**src/rtl/scr_pkg.sv**
```systemverilog
// Shared types, sizes and codes of the small component remover.
package scr_pkg;

	// Largest frame the stores are sized for.
	localparam int MAX_WIDTH  = 256;
	localparam int MAX_HEIGHT = 256;

	// Derived widths.
	localparam int X_W        = $clog2(MAX_WIDTH);
	localparam int Y_W        = $clog2(MAX_HEIGHT);
	localparam int PIXEL_CAP  = MAX_WIDTH * MAX_HEIGHT;
	localparam int ADDR_W     = $clog2(PIXEL_CAP);
	localparam int CNT_W      = ADDR_W + 1;
	localparam int QUEUE_W    = X_W + Y_W;

	// Register widths.
	localparam int DIM_W      = 9;
	localparam int MIN_W      = 17;
	localparam int CFG_DATA_W = 17;
	localparam int CFG_IDX_W  = 2;

	// Register indexes.
	localparam logic [CFG_IDX_W-1:0] CFG_FRAME_WIDTH  = 2'd0;
	localparam logic [CFG_IDX_W-1:0] CFG_FRAME_HEIGHT = 2'd1;
	localparam logic [CFG_IDX_W-1:0] CFG_MIN_SIZE     = 2'd2;

	// Register reset values.
	localparam logic [DIM_W-1:0] FRAME_WIDTH_RESET  = 9'd256;
	localparam logic [DIM_W-1:0] FRAME_HEIGHT_RESET = 9'd256;
	localparam logic [MIN_W-1:0] MIN_SIZE_RESET     = 17'd0;

	// Request operations.
	typedef enum logic {
		OP_LOAD = 1'b0,
		OP_READ = 1'b1
	} opcode_t;

	// Input request and result payloads.
	typedef struct packed {
		opcode_t opcode;
		logic    edge_in;
	} pixel_req_t;

	typedef struct packed {
		logic kept_edge;
		logic last_pixel;
	} pixel_rsp_t;

	// Controller states.
	typedef enum logic [3:0] {
		ST_IDLE,
		ST_RD_DATA,
		ST_CLEAR,
		ST_SEED_RD,
		ST_SEED_CHK,
		ST_POP,
		ST_POP_WAIT,
		ST_SCAN,
		ST_DRAIN1,
		ST_DRAIN2,
		ST_DEL,
		ST_DEL_DRAIN,
		ST_NEXT
	} ctrl_state_t;

	// Commands from the controller to the datapath.
	typedef struct packed {
		logic load_wr;
		logic read_issue;
		logic out_load;
		logic clear_step;
		logic seed_rd;
		logic seed_push;
		logic seed_next;
		logic pop;
		logic latch_center;
		logic scan;
		logic del_start;
		logic del_issue;
	} ctrl_cmd_t;

	// Status from the datapath to the controller.
	typedef struct packed {
		logic load_fills;
		logic seed_new;
		logic seed_last;
		logic queue_empty;
		logic comp_small;
		logic nb_last;
		logic del_done;
		logic out_free;
	} dp_status_t;

endpackage

```
**src/rtl/scr_ctrl.sv**
```systemverilog
// Controller state machine that sequences loads, reads and the component filter.
module scr_ctrl import scr_pkg::*; (
	input  logic       clk,
	input  logic       arst_n,
	input  logic       in_valid,
	input  opcode_t    in_opcode,
	output logic       in_stall,
	input  dp_status_t status,
	output ctrl_cmd_t  cmd
);

	ctrl_state_t state_q, state_d;

	// State register.
	always_ff @(posedge clk or negedge arst_n) begin
		if (!arst_n) begin
			state_q <= ST_IDLE;
		end else begin
			state_q <= state_d;
		end
	end

	// Next state and commands.
	always_comb begin
		state_d  = state_q;
		cmd      = '0;
		in_stall = 1'b1;
		unique case (state_q)
			ST_IDLE: begin
				in_stall = 1'b0;
				if (in_valid) begin
					if (in_opcode == OP_READ) begin
						cmd.read_issue = 1'b1;
						state_d        = ST_RD_DATA;
					end else begin
						cmd.load_wr = 1'b1;
						if (status.load_fills) begin
							state_d = ST_CLEAR;
						end
					end
				end
			end
			ST_RD_DATA: begin
				if (status.out_free) begin
					cmd.out_load = 1'b1;
					state_d      = ST_IDLE;
				end
			end
			ST_CLEAR: begin
				cmd.clear_step = 1'b1;
				if (status.seed_last) begin
					state_d = ST_SEED_RD;
				end
			end
			ST_SEED_RD: begin
				cmd.seed_rd = 1'b1;
				state_d     = ST_SEED_CHK;
			end
			ST_SEED_CHK: begin
				if (status.seed_new) begin
					cmd.seed_push = 1'b1;
					state_d       = ST_POP;
				end else begin
					state_d = ST_NEXT;
				end
			end
			ST_POP: begin
				if (status.queue_empty) begin
					if (status.comp_small) begin
						cmd.del_start = 1'b1;
						state_d       = ST_DEL;
					end else begin
						state_d = ST_NEXT;
					end
				end else begin
					cmd.pop = 1'b1;
					state_d = ST_POP_WAIT;
				end
			end
			ST_POP_WAIT: begin
				cmd.latch_center = 1'b1;
				state_d          = ST_SCAN;
			end
			ST_SCAN: begin
				cmd.scan = 1'b1;
				if (status.nb_last) begin
					state_d = ST_DRAIN1;
				end
			end
			ST_DRAIN1: begin
				state_d = ST_DRAIN2;
			end
			ST_DRAIN2: begin
				state_d = ST_POP;
			end
			ST_DEL: begin
				if (status.del_done) begin
					state_d = ST_DEL_DRAIN;
				end else begin
					cmd.del_issue = 1'b1;
				end
			end
			ST_DEL_DRAIN: begin
				state_d = ST_NEXT;
			end
			ST_NEXT: begin
				if (status.seed_last) begin
					state_d = ST_IDLE;
				end else begin
					cmd.seed_next = 1'b1;
					state_d       = ST_SEED_RD;
				end
			end
			default: begin
				state_d = ST_IDLE;
			end
		endcase
	end

endmodule

```
**config.mk**
```make
export PLATFORM = sky130hd
export DESIGN_NAME = scr_ctrl
export DESIGN_NICKNAME = d
export VERILOG_FILES = /design/src/rtl/scr_pkg.sv /design/src/rtl/scr_ctrl.sv
export SDC_FILE = /design/constraint.sdc
export NUM_CORES = 1
export LEC_CHECK = 0
export BUFFER_PORTS_ARGS = -buffer_cell sky130_fd_sc_hd__buf_2
export CORE_UTILIZATION = 35
export DETAILED_ROUTE_END_ITERATION = 8
export HOLD_SLACK_MARGIN = 0.02
export PLACE_DENSITY_LB_ADDON = 0.08
export SYNTH_ARGS = -nofsm -noshare
export SYNTH_HDL_FRONTEND = slang
export SYNTH_SLANG_ARGS = --single-unit
```
**constraint.sdc**
```tcl
create_clock -name clk -period 1.85 [get_ports clk]
set_input_delay 0.185 -clock clk [delete_from_list [all_inputs] [get_ports clk]]
set_output_delay 0.185 -clock clk [all_outputs]
set_load 0.1 [all_outputs]
```
Word-level counts from Yosys, hierarchy flattened --
Index checks and enable logic that the tools add are counted.
Storage, ports and cells: register bits 4, input port bits 12, logic and storage cells 55
Operators by class: eq/ne operators 18, multiplexer cells 34, reduce and logical (&&, ||, !) cells 2
Operator list (count):
- $pmux 4 s13 | 1
- $mux 4 | 9
- $eq 4x4->1 const B | 5
- $mux 1 | 20
- $eq 4x3->1 const B | 4
- $ne 2x2->1 const B | 5
- $eq 4x2->1 const B | 2
- $mux 2 | 3
- $reduce_and 6->1 | 1
- $eq 4x1->1 const B | 1
- $logic_not 4->1 | 1
- $mux 3 | 1
- $ne 3x3->1 const B | 1

Depth between registers and ports, before layout --
Gate-level depths: netlist of run 1.
depth after elaboration 4, mapped depth 6, gate-level depth less buffers 4

Worst setup path after synthesis of run 1 --
No wires, ideal clock.
kind register to output, start reg state_q[3], end out cmd[11] in the netlist's numbering, data arrival time 3.657 ns, data required time 1.665 ns, slack -1.992 ns, cell stages (with the launch flop) 5, path buffers 1, cell sequence dfrtp_1 -> buf_2 -> nor4_2 -> inv_1 -> nor3b_1
RTL lines:
- start, declared | line scr_ctrl.sv:12 | ctrl_state_t state_q, state_d;
- start signal, assigned | line scr_ctrl.sv:19 | state_q <= state_d;
- end, declared | line scr_ctrl.sv:9 | output ctrl_cmd_t cmd

==> impl_metrics.sql, run 1 <==
INSERT INTO impl_metrics (metric_group, metric, value, unit) VALUES
('die', 'std_cell_rows', '13', ''),
('global_routing', 'grt_antenna_before_repair', '0', ''),
('synth', 'synth_compound_area_share', '22.2', '%'),
('die', 'floorplan.io_pins', '25', ''),
('min_path', 'hold_crit_class', 'input pin to async pin', ''),
('placed_design', 'gpl.final_weighted_congestion', '0.918', ''),
('global_routing', 'gr-usage-all-layers', '23.7', '%'),
('global_routing', 'grt_use_met3', '7.39', '%'),
('placed_design', 'port-buffer-count', '24', ''),
('routing', 'detail_route.vias_per_cell', '5.59', ''),
('synth', 'post_synth_edffs', '0', ''),
('power_and_ir_drop', 'post-layout-total-power', '1790', 'uW'),
('clocking', 'htreeDepth', '1', ''),
('global_routing', 'globalRoute.busiestLayer', 'met2', ''),
('global_routing', 'met1_usage', '29.2', '%'),
('synth', 'synth.ff_latch_count', '4', ''),
('clocking', 'tritoncts', 'done', ''),
('sta', 'finalCritPeriodShare', '93.9', '%'),
('routing', 'drt_pre_antenna_iters', '4', ''),
('sta', 'clock-skew-final', '0.00591', 'ns'),
('synth', 'synth.most_common_cell', 'nor2_1', ''),
('run', 'max_cap_violations', '0', ''),
('sta', 'fmax', '576', 'MHz'),
('routing', 'drt_drc_violations_left', '0', ''),
('clocking', 'cts_setup_buffers', '0', ''),
('sta', 'worst_slew_margin_rel', '78.4', '%'),
('placed_design', 'worst_setup_slack_before_clock_tree_synthesis', '0.170', 'ns'),
('power_and_ir_drop', 'power.ir.vdd_worst', '0.00105', 'V'),
('sta', 'hold_viol', '0', ''),
('routing', 'postRouteWirelength', '1530', 'um'),
('synth', 'synth.area.mux_share', '2.00', '%'),
('synth', 'synthesized_area_fraction_occupied_by_xor_and_xnor_cells', '0', '%'),
('layout', 'count_of_antenna_diodes_in_the_layout', '0', ''),
('layout', 'syn2layout_area_growth', '91.5', '%'),
('synth', 'synth.cell_area', '502', 'sq um'),
('setup_path', 'setup.reg_to_reg.worst_slack', '0.18', 'ns'),
('clocking', 'clk_path_buf_depth', '2', ''),
('setup_path', 'timing.critical_path.fanout_max', '12', ''),
('sta', 'worst_hold_slack', '0.274', 'ns'),
('synth', 'yosys.cell_types.count', '34', ''),
('synth', 'synth_area_leader_cell', 'dfrtp_1', ''),
('die', 'initial_cell_density_of_the_core', '38.1', '%'),
('power_and_ir_drop', 'power_leakage', '0.000398', 'uW'),
('synth', 'synthCells', '70', ''),
('die', 'die_y', '39.9', 'um'),
('routing', 'number_of_drc_markers_after_the_initial_detailed_route_iteration', '10', ''),
('sta', 'final.setup.worst_slack', '0.113', 'ns'),
('global_routing', 'globalRouteOverflowTotal', '0', ''),
('global_routing', 'grt_pass1_vias', '589', ''),
('sta', 'max_transition_viols_final', '0', ''),
('global_routing', 'wire_length_of_the_first_global_routing_pass', '2480', 'um'),
('clocking', 'clkSlewWorstSetupHoldPaths', '0.04', 'ns'),
('global_routing', 'grt_start_max_net_pins', '18', ''),
('placed_design', 'dpl.cell_count', '108', ''),
('global_routing', 'groute.layer.met2.usage', '38.3', '%'),
('clocking', 'clkLatencyLatePin', '0.24', 'ns'),
('clocking', 'clockRootBuffer', 'clkbuf_4', ''),
('die', 'core', '0.00132', 'sq mm'),
('layout', 'layout-drive-gt1-share', '51.5', '%'),
('synth', 'synthDominantCellAreaShare', '20.0', '%'),
('sta', 'setup_viol', '0', ''),
('synth', 'synth_top_family_by_area', 'simple AND/OR/NAND/NOR gates', ''),
('clocking', 'cts_sinks', '4', ''),
('setup_path', 'cp_data_required_time', '1.66', 'ns'),
('status', 'outcome', 'finished, final reports clean', ''),
('routing', 'drt.antenna.violating_nets', '0', ''),
('routing', 'num_vias', '626', ''),
('setup_path', 'crit_path_capture_type', 'output pin', ''),
('power_and_ir_drop', 'power.density_cell_area', '1860', 'mW/mm^2'),
('synth', 'post_synth.cell_area_avg', '7.17', 'sq um'),
('routing', 'wire_per_inst', '13.6', 'um');
-- worst max-delay path: stages (launching register included) --
cell and delay, ns:
dfrtp_2 0.50, nor2b_1 0.22, nand3_1 0.19, nor2_2 0.20
buf_12 0.19
-- layout by cell type, fill, tap and decap left out, types with 2 or more instances in the layout --
master / synthesis / layout
nand2_1: 3 / 3
dfrtp_2: 0 / 2
nor2_1: 9 / 5
a21oi_1: 3 / 3
nand2b_1: 2 / 2
nor2b_1: 2 / 2
buf_4: 0 / 6
a31oi_1: 3 / 3
and3_1: 3 / 2
buf_2: 3 / 11
clkbuf_4: 0 / 3
inv_1: 3 / 2
nor2_2: 0 / 4
dfrtp_1: 4 / 2
nand3_1: 2 / 2
buf_12: 0 / 13
nor3b_4: 0 / 2
nor4_4: 0 / 2
o21ai_0: 5 / 5
-- path summary, 6_finish.rpt --
path	from	endpoint	cells past startpoint
max reg2reg	state_q[0]	state_q[0]	5
min in group clk	status[3]	state_q[2]	4
max	state_q[1]	cmd[1]	4
min	arst_n	state_q[0]	2
max in group asynchronous	arst_n	state_q[1]	2
min reg2reg	state_q[1]	state_q[2]	2
-- what timing repair did --
action	in CTS	in global routing
hold endpoints to repair	4	0
resized for setup	2	2
hold buffers	1	0
endpoints found under the setup margin	1	2
-- where the power goes --
part	internal [uW]	switching, uW	leakage, uW
Clock	72.6	36.6	0.0000138
Combinational	555	882	0.000337
Sequential	136	102	0.0000474
-- stage by stage --
stage / instance area [sq um] / utilization [%]
6_report: 961 / 72.9
5_1_grt: 961 / 72.9
4_1_cts: 951 / 72.2
3_5_place_dp: 917 / 69.6
3_3_place_gp: 917 / 69.6
2_1_floorplan: 603 / -
-- logic make-up after synthesis --
kind of cell    after synthesis
simple gates                 37
compound gates               18
buf+inv                      10
flops                         4
mux                           1
-- final cells by class --
type / instances / area (sq um)
Timing Repair Buffer: 31 / 370
Fill cell: 92 / 357
Inverter: 3 / 11.3
Sequential cell: 4 / 103
Clock buffer: 3 / 22.5
Multi-Input combinational cell: 56 / 435
Tap cell: 15 / 18.8
-- routing by layer --
metal / up-vias / routed length, um
met4: 0 / 40
met1: 277 / 675
met5: - / 0
met3: 4 / 87
li1: 312 / -
met2: 33 / 724
Note: power is estimated with default switching activity, not from simulation.
==> run 2: changes to the inputs <==
==> constraint.sdc (replaced) <==
create_clock -name clk -period 1.7 [get_ports clk]
set_input_delay 0.17 -clock clk [delete_from_list [all_inputs] [get_ports clk]]
set_output_delay 0.17 -clock clk [all_outputs]
set_load 0.1 [all_outputs]
==> run 2 against run 1 <==
Against the previous run:
- the run now ends with negative setup slack left
- worst setup slack lost 0.12 ns
- critical endpoint is now cmd[10]
- first-iteration DRC count grew 100%
- cell count grew 12%
==> impl_metrics.sql, run 2 (synthesis results as in run 1) <==
INSERT INTO impl_metrics (metric_group, metric, value, unit) VALUES
('setup_path', 'critical_path_arrival', '1.54', 'ns'),
('die', 'core', '0.00132', 'sq mm'),
('sta', 'fmax', '585', 'MHz'),
('clocking', 'clockRootBuffer', 'clkbuf_4', ''),
('die', 'floorplan.die_area', '0.00159', 'sq mm'),
('die', 'std_cell_rows', '13', ''),
('status', 'outcome', 'finished, violations left', ''),
('setup_path', 'crit_path_capture_type', 'output pin', ''),
('power_and_ir_drop', 'share_of_total_power_consumed_by_net_switching', '53.7', '%'),
('layout', 'syn2layout_area_growth', '121', '%'),
('clocking', 'tritoncts', 'done', ''),
('global_routing', 'gr-usage-all-layers', '27.5', '%'),
('power_and_ir_drop', 'power.density_cell_area', '2070', 'mW/mm^2'),
('sta', 'final.setup.worst_slack', '-0.00977', 'ns'),
('layout', 'flip_flop_count_of_the_largest_register_after_layout', '4', ''),
('die', 'die_y', '39.9', 'um'),
('die', 'die-width', '39.9', 'um'),
('layout', 'layout-drive-gt1-share', '63.6', '%'),
('layout', 'biggestRegsByFlops', 'state_q: 4 flops', ''),
('setup_path', 'crit_start_category', 'flip-flop', ''),
('routing', 'drt_pre_antenna_iters', '4', ''),
('power_and_ir_drop', 'power.switching', '1240', 'uW'),
('clocking', 'clkLatencyLatePin', '0.24', 'ns'),
('clocking', 'htreeDepth', '1', ''),
('layout', 'most_common_cell_after_layout_fill_and_taps_aside', 'buf_4', ''),
('setup_path', 'timing.critical_path.fanout_max', '5', ''),
('layout', 'fin_nets', '124', ''),
('run', 'max_cap_violations', '0', ''),
('power_and_ir_drop', 'power.share.sequential', '10.5', '%'),
('placed_design', 'hpwlAfterDp', '1280', 'um'),
('layout', 'finalInstanceArea', '0.00111', 'sq mm'),
('layout', 'final.fill_count', '75', ''),
('global_routing', 'globalRouteOverflowTotal', '0', ''),
('sta', 'setup_total_negative_slack', '-0.00977', 'ns'),
('global_routing', 'grt_antenna_before_repair', '0', ''),
('setup_path', 'cp_data_required_time', '1.53', 'ns'),
('clocking', 'cts_sinks', '4', ''),
('sta', 'setup_viol', '1', ''),
('min_path', 'hold_crit_class', 'input pin to async pin', ''),
('sta', 'max_transition_viols_final', '0', ''),
('routing', 'wire_per_inst', '15.5', 'um'),
('routing', 'number_of_drc_markers_after_the_initial_detailed_route_iteration', '20', ''),
('global_routing', 'wire_length_of_the_first_global_routing_pass', '2780', 'um'),
('routing', 'postRouteWirelength', '1940', 'um'),
('sta', 'clock-skew-final', '0.00664', 'ns'),
('clocking', 'clk_path_buf_depth', '2', ''),
('clocking', 'clkSlewWorstSetupHoldPaths', '0.04', 'ns'),
('sta', 'max_slew.worst_pin.slew', '0.296', 'ns'),
('sta', 'worst_slew_margin_rel', '80.1', '%'),
('setup_path', 'setup.worst_path.class', 'flip-flop to output pin', ''),
('setup_path', 'setup.reg_to_reg.worst_slack', '0.05', 'ns'),
('die', 'initial_cell_density_of_the_core', '38.1', '%'),
('power_and_ir_drop', 'comb_power_share', '84.4', '%'),
('routing', 'drt_drc_violations_left', '0', ''),
('layout', 'regMostFlops', 'state_q', ''),
('sta', 'rsz0062_at_grt', 'true', ''),
('status', 'failed_checks', 'negative setup slack', ''),
('layout', 'most-common-layout-cells', 'buf_4 (14), buf_12 (13), buf_2 (12)', ''),
('power_and_ir_drop', 'clock_power_share', '5.1', '%'),
('routing', 'drt.antenna.violating_nets', '0', ''),
('power_and_ir_drop', 'power.ir.vdd_worst', '0.00129', 'V'),
('power_and_ir_drop', 'cellInternalPower', '1070', 'uW'),
('clocking', 'numCtsBuffers', '3', ''),
('routing', 'detail_route.vias_per_cell', '5.71', ''),
('routing', 'num_vias', '714', ''),
('power_and_ir_drop', 'power_leakage', '0.000465', 'uW'),
('global_routing', 'grt_start_max_net_pins', '13', ''),
('global_routing', 'grt_pass1_vias', '617', ''),
('layout', 'count_of_antenna_diodes_in_the_layout', '0', ''),
('placed_design', 'port-buffer-count', '24', ''),
('placed_design', 'gpl.final_weighted_congestion', '0.835', ''),
('placed_design', 'dpl_cell_area', '965', 'sq um'),
('sta', 'layout_min_cycle_time', '1.71', 'ns'),
('sta', 'finalCritPeriodShare', '101', '%'),
('die', 'floorplan.io_pins', '25', ''),
('sta', 'hold_viol', '0', '');
==> run 2: worst max-delay path, cell delays in order (launching register included) <==
cell and delay (ns):
dfrtp_2 0.44, nor4_4 0.34, buf_4 0.17, and3_4 0.19
buf_12 0.17
==> run 2: repair_timing <==
| action | CTS | global route |
|---|---|---|
| gates cloned | 0 | 1 |
| gates resized for setup | 10 | 5 |
| endpoints found under the setup margin | 7 | 10 |
| hold buffers | 1 | 0 |
| setup buffers | 3 | 5 |
| pin swaps | 2 | 4 |
| endpoints found under the hold margin | 4 | 0 |
==> run 2: area by class of cell <==
| cell class | instances | area [sq um] | share of cell area [%] |
|---|---|---|---|
| Timing Repair Buffer | 44 | 480 | 43.2 |
| Inverter | 3 | 11.3 | 1.01 |
| Sequential cell | 4 | 105 | 9.46 |
| Multi-Input combinational cell | 56 | 473 | 42.6 |
| Tap cell | 15 | 18.8 | 1.69 |
| Clock buffer | 3 | 22.5 | 2.03 |
==> run 2: path summary, 6_finish.rpt <==
kind / startpoint / cells past startpoint / endpoint
max in group asynchronous: arst_n / 2 / state_q[0]
worst max-delay path: state_q[1] / 4 / cmd[10]
min in group clk: status[1] / 3 / state_q[3]
worst min-delay path: arst_n / 2 / state_q[2]
worst max register to register: state_q[0] / 5 / state_q[0]
worst min register to register: state_q[0] / 2 / state_q[2]
==> run 2: power groups by stage <==
stage | clock network, uW | logic, uW | registers [uW]
after floorplan | 0 | 1290 | 165
after global placement | 0 | 1640 | 223
after detailed placement | 0 | 1660 | 228
after CTS | 120 | 1780 | 239
after global routing | 125 | 2040 | 246
final | 118 | 1940 | 241
==> run 2: metal layers <==
metal	wire length, um	GRT usage, %	vias up	part of all wire [%]
met1	808	34.5	333	42
met5	0	0	-	0
met3	84	5.68	6	4.3
li1	-	-	341	-
met2	990	41.5	34	51
met4	53	17.2	0	2.7
==> run 2: metrics by stage <==
stage | setup slack [ns] | instances | hold WS, ns | utilization [%] | power [uW]
final | -0.00977 | 125 | 0.266 | 84.3 | 2300
after global routing | -0.0877 | 125 | 0.289 | 84.3 | 2410
after CTS | -0.0107 | 119 | 0.264 | 80.0 | 2140
after detailed placement | 0.0798 | 112 | -0.0217 | 73.2 | 1890
after global placement | 0.150 | 112 | -0.0211 | 73.2 | 1860
after floorplan | -0.757 | 70 | -0.126 | - | 1460
==> run 3: changes to the inputs <==
--- a/config.mk
+++ b/config.mk
@@ -8,8 +8,10 @@
 export BUFFER_PORTS_ARGS = -buffer_cell sky130_fd_sc_hd__buf_2
 export CORE_UTILIZATION = 35
 export DETAILED_ROUTE_END_ITERATION = 8
+export GPL_TIMING_DRIVEN = 0
 export HOLD_SLACK_MARGIN = 0.02
 export PLACE_DENSITY_LB_ADDON = 0.08
 export SYNTH_ARGS = -nofsm -noshare
 export SYNTH_HDL_FRONTEND = slang
 export SYNTH_SLANG_ARGS = --single-unit
+export TNS_END_PERCENT = 30
==> run 3 against run 2 <==
Against the previous run:
- the flow still finishes with violations (negative setup slack)
- worst setup slack worse by 0.069 ns
- hold slack gained 0.0070 ns
- total power down 20%
- via count shrank 7.8%
- routed wire length shrank 18%
- largest power group unchanged
==> impl_metrics.sql, run 3 (synthesis results as in run 1) <==
INSERT INTO impl_metrics (metric_group, metric, value, unit) VALUES
('status', 'outcome', 'finished, violations left', ''),
('status', 'failed_checks', 'negative setup slack', ''),
('setup_path', 'crit_start_category', 'flip-flop', ''),
('sta', 'fmax', '562', 'MHz'),
('setup_path', 'setup.reg_to_reg.worst_slack', '0.06', 'ns'),
('global_routing', 'globalRouteOverflowTotal', '0', ''),
('sta', 'clock-skew-final', '0.000390', 'ns'),
('routing', 'drt_drc_violations_left', '0', ''),
('routing', 'number_of_drc_markers_after_the_initial_detailed_route_iteration', '15', ''),
('routing', 'num_vias', '658', ''),
('run', 'max_cap_violations', '0', ''),
('sta', 'max_transition_viols_final', '0', ''),
('die', 'std_cell_rows', '13', ''),
('power_and_ir_drop', 'power_leakage', '0.000382', 'uW'),
('clocking', 'tritoncts', 'done', ''),
('placed_design', 'gpl.final_weighted_congestion', '0.819', ''),
('routing', 'detail_route.vias_per_cell', '5.77', ''),
('layout', 'biggestRegsByFlops', 'state_q: 4 flops', ''),
('placed_design', 'worst_setup_slack_before_clock_tree_synthesis', '-0.206', 'ns'),
('sta', 'max_slew.worst_pin.slew', '0.484', 'ns'),
('routing', 'wire_per_inst', '13.9', 'um'),
('setup_path', 'setup.worst_path.class', 'flip-flop to output pin', ''),
('clocking', 'numCtsBuffers', '3', ''),
('sta', 'hold_viol', '0', ''),
('routing', 'postRouteWirelength', '1580', 'um'),
('min_path', 'hold_crit_class', 'input pin to async pin', ''),
('power_and_ir_drop', 'post-layout-total-power', '1840', 'uW'),
('layout', 'layout-drive-gt1-share', '47.5', '%'),
('sta', 'final.setup.worst_slack', '-0.0788', 'ns'),
('clocking', 'cts_sinks', '4', ''),
('setup_path', 'launch_point_of_the_worst_reg_to_reg_path', 'state_q[1]', ''),
('global_routing', 'gr-usage-all-layers', '21.4', '%'),
('placed_design', 'hpwlAfterDp', '1050', 'um'),
('sta', 'rsz0062_at_grt', 'true', ''),
('die', 'initial_cell_density_of_the_core', '38.1', '%'),
('layout', 'most-common-layout-cells', 'buf_2 (12), buf_6 (9), nor2_1 (9)', ''),
('sta', 'worst_slew_margin_rel', '67.9', '%'),
('power_and_ir_drop', 'power.ir.vdd_worst', '0.00135', 'V'),
('setup_path', 'crit_path_capture_type', 'output pin', ''),
('layout', 'fin_nets', '113', ''),
('layout', 'syn2layout_area_growth', '71.8', '%'),
('layout', 'flip_flop_count_of_the_largest_register_after_layout', '4', ''),
('die', 'die-width', '39.9', 'um'),
('routing', 'drt_pre_antenna_iters', '4', ''),
('layout', 'regMostFlops', 'state_q', ''),
('setup_path', 'ff2ff_path_depth', '5', ''),
('layout', 'most_common_cell_after_layout_fill_and_taps_aside', 'buf_2', ''),
('clocking', 'htreeDepth', '1', ''),
('global_routing', 'grt_antenna_before_repair', '0', ''),
('global_routing', 'grt_start_max_net_pins', '11', ''),
('clocking', 'clk_path_buf_depth', '2', ''),
('power_and_ir_drop', 'power.density_cell_area', '2140', 'mW/mm^2'),
('placed_design', 'dpl_cell_area', '718', 'sq um'),
('placed_design', 'port-buffer-count', '24', ''),
('layout', 'count_of_antenna_diodes_in_the_layout', '0', ''),
('sta', 'setup_viol', '3', ''),
('setup_path', 'cp_data_required_time', '1.53', 'ns'),
('setup_path', 'timing.critical_path.fanout_max', '10', ''),
('global_routing', 'grt_pass1_vias', '512', ''),
('sta', 'setup_total_negative_slack', '-0.178', 'ns'),
('sta', 'layout_min_cycle_time', '1.78', 'ns'),
('routing', 'drt.antenna.violating_nets', '0', ''),
('die', 'die_y', '39.9', 'um'),
('clocking', 'clockRootBuffer', 'clkbuf_4', ''),
('global_routing', 'wire_length_of_the_first_global_routing_pass', '2260', 'um'),
('sta', 'finalCritPeriodShare', '105', '%'),
('die', 'floorplan.io_pins', '25', ''),
('clocking', 'clkSlewWorstSetupHoldPaths', '0.04', 'ns'),
('layout', 'finalInstanceArea', '862', 'sq um'),
('die', 'core', '0.00132', 'sq mm'),
('clocking', 'clkLatencyLatePin', '0.23', 'ns'),
('setup_path', 'critical_path_arrival', '1.61', 'ns'),
('setup_path', 'rr_endpoint', 'state_q[1]', ''),
('die', 'floorplan.die_area', '0.00159', 'sq mm');
run 3: cell type report:
cell class                 count  area (sq um)
buffer                         6          65.1
timing repair buffer          27           224
fill                         124           455
tap                           15          18.8
multi-input combinational     56           419
inverter                       3          11.3
clock buffer                   3          22.5
sequential                     4           101
run 3: layer usage:
layer	vias up	GRT usage [%]	wire length, um	share of wire (%)
met4	0	5.17	0	0
met2	30	33.9	764	48
met1	308	27.3	701	44
met3	0	6.82	114	7.2
met5	-	0	0	0
li1	320	-	-	-
run 3: repair_timing:
action / CTS / global route
resized for setup: 22 / 10
hold buffers: 1 / 0
setup buffers: 0 / 2
endpoints found under the hold margin: 4 / 0
setup endpoints to repair: 13 / 12
pin swaps: 2 / 0
run 3: worst max path at each step:
stage	startpoint	to	slack (ns)	cells past startpoint
6_report	state_q[1]	cmd[11]	-0.08	5
5_1_grt	state_q[1]	cmd[11]	-0.17	5
4_1_cts	state_q[1]	cmd[11]	-0.08	5
3_5_place_dp	state_q[3]	cmd[11]	-0.21	5
3_3_place_gp	state_q[3]	cmd[11]	-0.19	5
2_1_floorplan	state_q[3]	cmd[11]	-0.79	4
run 3: worst max-delay path, stage by stage, from the launching register on:
cell and delay (ns):
dfrtp_1 0.37, buf_6 0.15, nor4_4 0.34, inv_2 0.10, nor3b_4 0.22, buf_12 0.20
run 3: stage by stage:
step | util, % | hold WS (ns) | cells
after floorplan | - | -0.126 | 70
after global placement | 54.5 | -0.0249 | 109
after detailed placement | 54.5 | -0.0190 | 109
after CTS | 61.8 | 0.263 | 112
after global routing | 65.4 | 0.281 | 114
final | 65.4 | 0.273 | 114
run 3: where the power goes:
group / switching (uW) / internal [uW]
combinational: 999 / 532
sequential: 47.2 / 146
clock: 39.1 / 79.0
